$ cat src/rtl/core/assert_macros.svh
// Assertion macros shared by the RTL files.
`ifndef ASSERT_MACROS_SVH
`define ASSERT_MACROS_SVH
`ifndef SYNTH
`define ASSERT_IMPLY(label, clk, rst_n, a, c) \
	label: assert property (@(posedge clk) disable iff (!rst_n) (a) |-> (c)) \
		else $error("assertion failed");
`define ASSERT_NEXT(label, clk, rst_n, a, c) \
	label: assert property (@(posedge clk) disable iff (!rst_n) (a) |=> (c)) \
		else $error("assertion failed");
`else
`define ASSERT_IMPLY(label, clk, rst_n, a, c)
`define ASSERT_NEXT(label, clk, rst_n, a, c)
`endif
`endif

$ cat src/rtl/core/rar_pkg.sv
// Package: widths, operation codes and controller command/status types.
package rar_pkg;
	localparam int OperandWidth = 32;
	localparam int MagWidth = 64;
	localparam int CntWidth = 7;

	typedef enum logic [2:0] {
		OP_ADD = 3'd0, OP_SUB = 3'd1, OP_MUL = 3'd2, OP_DIV = 3'd3,
		OP_NEG = 3'd4, OP_INC = 3'd5, OP_DEC = 3'd6, OP_RED = 3'd7
	} op_t;

	typedef struct packed {
		logic load;      // capture operands, form products
		logic combine;   // form raw numerator and denominator
		logic gcd_start; // begin Euclid
		logic gcd_step;  // one remainder bit step
		logic gcd_swap;  // finish one remainder: p<=q, q<=r
		logic div_start; // begin exact divisions
		logic div_step;  // one quotient bit of both divisions
		logic finish;    // latch result into output register
	} cmd_t;

	typedef struct packed {
		logic q_zero;    // Euclid divisor is zero
		logic cnt_done;  // bit counter reached end
		logic skip;      // no reduction needed
	} status_t;
endpackage

$ cat src/rtl/core/rar_ctrl.sv
// Controller: sequences load, combine, Euclid, exact division and output.
`include "assert_macros.svh"
module rar_ctrl (
	input  logic             clk,
	input  logic             arst_n,
	input  logic             in_valid,
	output logic             in_ready,
	output logic             out_valid,
	input  logic             out_ready,
	input  rar_pkg::status_t status,
	output rar_pkg::cmd_t    cmd
);
	typedef enum logic [8:0] {
		S_IDLE   = 9'b0_0000_0001, S_COMB  = 9'b0_0000_0010, S_DECIDE = 9'b0_0000_0100,
		S_GTEST  = 9'b0_0000_1000, S_GSTEP = 9'b0_0001_0000, S_GSWAP  = 9'b0_0010_0000,
		S_DSTART = 9'b0_0100_0000, S_DSTEP = 9'b0_1000_0000, S_FIN    = 9'b1_0000_0000
	} state_t;

	state_t state_q, state_d;
	logic   out_valid_q;

	// A new item may start in idle once the output register is empty or is being emptied.
	assign in_ready = (state_q == S_IDLE) && (!out_valid_q || out_ready);
	assign out_valid = out_valid_q;

	always_comb begin
		state_d = state_q;
		cmd = '0;
		case (state_q)
			S_IDLE: begin
				if (in_valid && in_ready) begin
					cmd.load = 1'b1;
					state_d = S_COMB;
				end
			end
			S_COMB: begin
				cmd.combine = 1'b1;
				state_d = S_DECIDE;
			end
			S_DECIDE: begin
				if (status.skip) begin
					state_d = S_FIN;
				end else begin
					cmd.gcd_start = 1'b1;
					state_d = S_GTEST;
				end
			end
			S_GTEST: begin
				// test the divisor before the next remainder
				if (status.q_zero) begin
					state_d = S_DSTART;
				end else begin
					state_d = S_GSTEP;
				end
			end
			S_GSTEP: begin
				cmd.gcd_step = 1'b1;
				if (status.cnt_done) state_d = S_GSWAP;
			end
			S_GSWAP: begin
				// finishing a remainder swaps the pair
				cmd.gcd_swap = 1'b1;
				state_d = S_GTEST;
			end
			S_DSTART: begin
				cmd.div_start = 1'b1;
				state_d = S_DSTEP;
			end
			S_DSTEP: begin
				cmd.div_step = 1'b1;
				if (status.cnt_done) state_d = S_FIN;
			end
			S_FIN: begin
				if (!out_valid_q || out_ready) begin
					cmd.finish = 1'b1;
					state_d = S_IDLE;
				end
			end
			default: state_d = S_IDLE;
		endcase
	end

	always_ff @(posedge clk or negedge arst_n) begin
		if (!arst_n) begin
			state_q <= S_IDLE;
			out_valid_q <= 1'b0;
		end else begin
			state_q <= state_d;
			if (cmd.finish) out_valid_q <= 1'b1;
			else if (out_ready) out_valid_q <= 1'b0;
		end
	end

	`ASSERT_IMPLY(a_ready_idle, clk, arst_n, in_ready, state_q == S_IDLE)
	`ASSERT_NEXT(a_fin_valid, clk, arst_n, cmd.finish, out_valid_q)
	`ASSERT_IMPLY(a_onehot, clk, arst_n, 1'b1, $onehot(state_q))
endmodule

$ cat config.mk
export PLATFORM = sky130hd
export DESIGN_NAME = rar_ctrl
export DESIGN_NICKNAME = d
export VERILOG_FILES = /design/src/rtl/core/rar_pkg.sv /design/src/rtl/core/rar_ctrl.sv
export VERILOG_INCLUDE_DIRS = /design/src /design/src/rtl/core
export SDC_FILE = /design/constraint.sdc
export NUM_CORES = 1
export LEC_CHECK = 0
export BUFFER_PORTS_ARGS = -buffer_cell sky130_fd_sc_hd__buf_2
export CAP_MARGIN = 0
export CORE_UTILIZATION = 25
export DETAILED_ROUTE_END_ITERATION = 7
export SLEW_MARGIN = 20
export SYNTH_ARGS = -nofsm -noshare
export SYNTH_HDL_FRONTEND = slang
export SYNTH_SLANG_ARGS = --single-unit
$ cat constraint.sdc
create_clock -name clk -period 1.41 [get_ports clk]
set_input_delay 0.0705 -clock clk [delete_from_list [all_inputs] [get_ports clk]]
set_output_delay 0.0705 -clock clk [all_outputs]
set_load 0.02 [all_outputs]
==> impl_metrics.json <==
{
  "vias": 796,
  "fmax_ghz": 0.598,
  "critPathTopFamily": "simple AND/OR/NAND/NOR gates",
  "wl_per_cell_um": 13.4,
  "slew_viol_final": 0,
  "ys_seq_area_share_pct": 34.5,
  "place_congestion": 0.873,
  "grt_pass1_wl_um": 3350,
  "vias_per_cell": 5.07,
  "die_y_um": 56.0,
  "slew_headroom_pct": 75.5,
  "design.core.area_um2": 2760,
  "leakage_uw": 0.000553,
  "cts_buffers": 3,
  "cp_max_fo": 3,
  "firstDrtPassIters": 6,
  "port_buffers": 16,
  "tritoncts": "done",
  "yosysMostFrequentCell": "nor2_1",
  "crit_type": "flop to output port",
  "finalPower_uw": 1800,
  "holdCritPathClass": "primary input to flop",
  "design_area_um2": 1240,
  "outcome": "finished with violations",
  "path_buf_inv": 1,
  "cpMaxStageDelayCell": "or3_4",
  "rows": 19,
  "setup_violations": 15,
  "syn_area_per_cell_um2": 9.12,
  "ys_top_cells_by_area": "dfrtp_1 (31%), nor4_4 (5.8%), nor2_1 (5.7%)",
  "ys_ff_latch": 10,
  "end_kind": "output port",
  "clock_sinks": 10,
  "wirelength_um": 2110,
  "hold_ws_ns": 0.0195,
  "ant_nets": 0,
  "clk_pin_slew_ns": 0.08,
  "peakVddDrop_mv": 1.01,
  "ys.flop_type": "dfrtp_1",
  "clk_latency_ns": 0.28,
  "ctsRootBufferMaster": "clkbuf_4",
  "period_minus_slack_ns": 1.67,
  "violations": "setup timing",
  "syn-num-nets": 87,
  "synth_common_cells": "nor2_1 (11), dfrtp_1 (9), nand2_1 (5), o21ai_0 (5)",
  "drc": 0,
  "diodes": 0,
  "start_util_pct": 26.5,
  "area_growth_pct": 70.3,
  "cap_violations": 0,
  "power_density_nw_per_um2": 1450,
  "fin_skew_ns": 0.00751,
  "grt_pass1_vias": 771,
  "grt_overflow": 0,
  "setup_tns_ns": -2.62,
  "ios": 17,
  "worst_pin_slew_ns": 0.367,
  "syn_inst": 80,
  "rsz0062_at_grt": "yes",
  "hold_viol": 0,
  "synth_area_um2": 729,
  "synth-edff-count": 0,
  "dieWidth_um": 56.0,
  "grt_start_max_net_pins": 11,
  "grt_usage_pct": 13.6,
  "synth_cell_types": 37,
  "drive_above_1_share_pct": 57.1,
  "yosysTopAreaCell": "dfrtp_1",
  "required_ns": 1.34,
  "max_stage_delay_ns": 0.44,
  "die-area_um2": 3140,
  "hpwl_um": 1420,
  "synth_top_area_share_pct": 30.9,
  "async_flop_share_pct": 100,
  "ys_warn_count": 0,
  "h-tree-depth": 1,
  "rrSetupSlack_ns": -0.16,
  "drtIter0Drc": 19,
  "cp-start-kind": "flop",
  "grt_antenna_before_repair": 0,
  "cts_buffer_depth": 2,
  "path_cells": "or3_4, nor4_4, buf_4",
  "worstPathArrival_ns": 1.60,
  "fin_ws_ns": -0.261,
  "min_period_over_period_pct": 119,
  "place_area_um2": 950,
  "finalNetCount": 134
}
-- placed cells by master, fill, tap and decap left out, types with 2 or more instances in the layout --
cell type	synthesis	layout
nand2_2	1	2
o21ai_0	5	3
o21ai_2	1	2
buf_4	1	26
buf_2	1	8
nand2b_1	3	3
and2_4	0	2
nor2_1	11	6
nor4_4	2	2
xor2_1	3	3
nor2_4	0	2
inv_1	3	3
or3_4	1	2
buf_6	1	8
o2111ai_1	2	2
nor2_2	0	3
dlygate4sd3_1	0	3
dfrtp_1	9	9
nor2b_1	3	3
nor3_4	1	2
o21bai_1	2	2
and2_1	2	2
nand2_1	5	3
clkbuf_4	0	3
-- worst register-to-register path, cell delays in order (launching register included) --
cell and delay, ns:
dfrtp_1 0.42, or3_4 0.44, nor4_4 0.28, buf_4 0.15, a41oi_1 0.04, o21ai_1 0.17
-- through the flow --
| stage | setup WS (ns) | utilization (%) | std cells |
|---|---|---|---|
| finish | -0.261 | 45.1 | 157 |
| global route | -0.335 | 45.1 | 157 |
| CTS | -0.263 | 40.9 | 150 |
| detailed placement | -0.0349 | 34.4 | 137 |
| global placement | -0.00665 | 34.4 | 137 |
| floorplan | -0.170 | - | 80 |
-- repair_timing --
action	CTS	global route
pin swaps	15	14
buffers inserted	7	9
setup endpoints to repair	13	16
hold buffers	2	1
gates resized for setup	23	11
endpoints found under the hold margin	11	1
-- state kept, by name, indices dropped and copies added (netlist names) --
signal and flops:
state_q 9, out_valid 1
-- routing by layer --
layer / vias to the layer above / GRT usage [%] / wire length [um]
li1: 383 / - / -
met1: 385 / 15.8 / 881
met2: 22 / 23.0 / 1100
met3: 6 / 3.95 / 83
met4: 0 / 5.92 / 42
met5: - / 0 / 0
-- cells by family after synthesis --
group	Yosys count	synth area share, %
flops	10	34.5
buf+inv	7	5.49
simple gates	45	42.0
compound gates	15	14.4
xor+xnor	3	3.60
-- final timing paths --
check,cells after the start,end,from
max in group asynchronous,2,state_q[0],arst_n
min in group asynchronous,2,state_q[7],arst_n
hold / removal,2,state_q[5],status[1]
setup reg to reg,5,state_q[8],state_q[1]
setup / recovery,3,cmd[2],state_q[5]
hold reg to reg,2,out_valid,out_valid
-- final cells by class --
cell class	count	area [um^2]
multi-input combinational	63	539
fill	248	1520
sequential	10	251
tap	31	38.8
timing repair buffer	46	375
inverter	3	11.3
clock buffer	4	26.3
-- power by group --
part | total [uW] | switching (uW) | internal, uW
clock network | 223 | 113 | 110
logic | 1190 | 581 | 611
registers | 389 | 48.9 | 340
total | 1800 | 743 | 1060
Note: power is estimated with default switching activity, not from simulation.
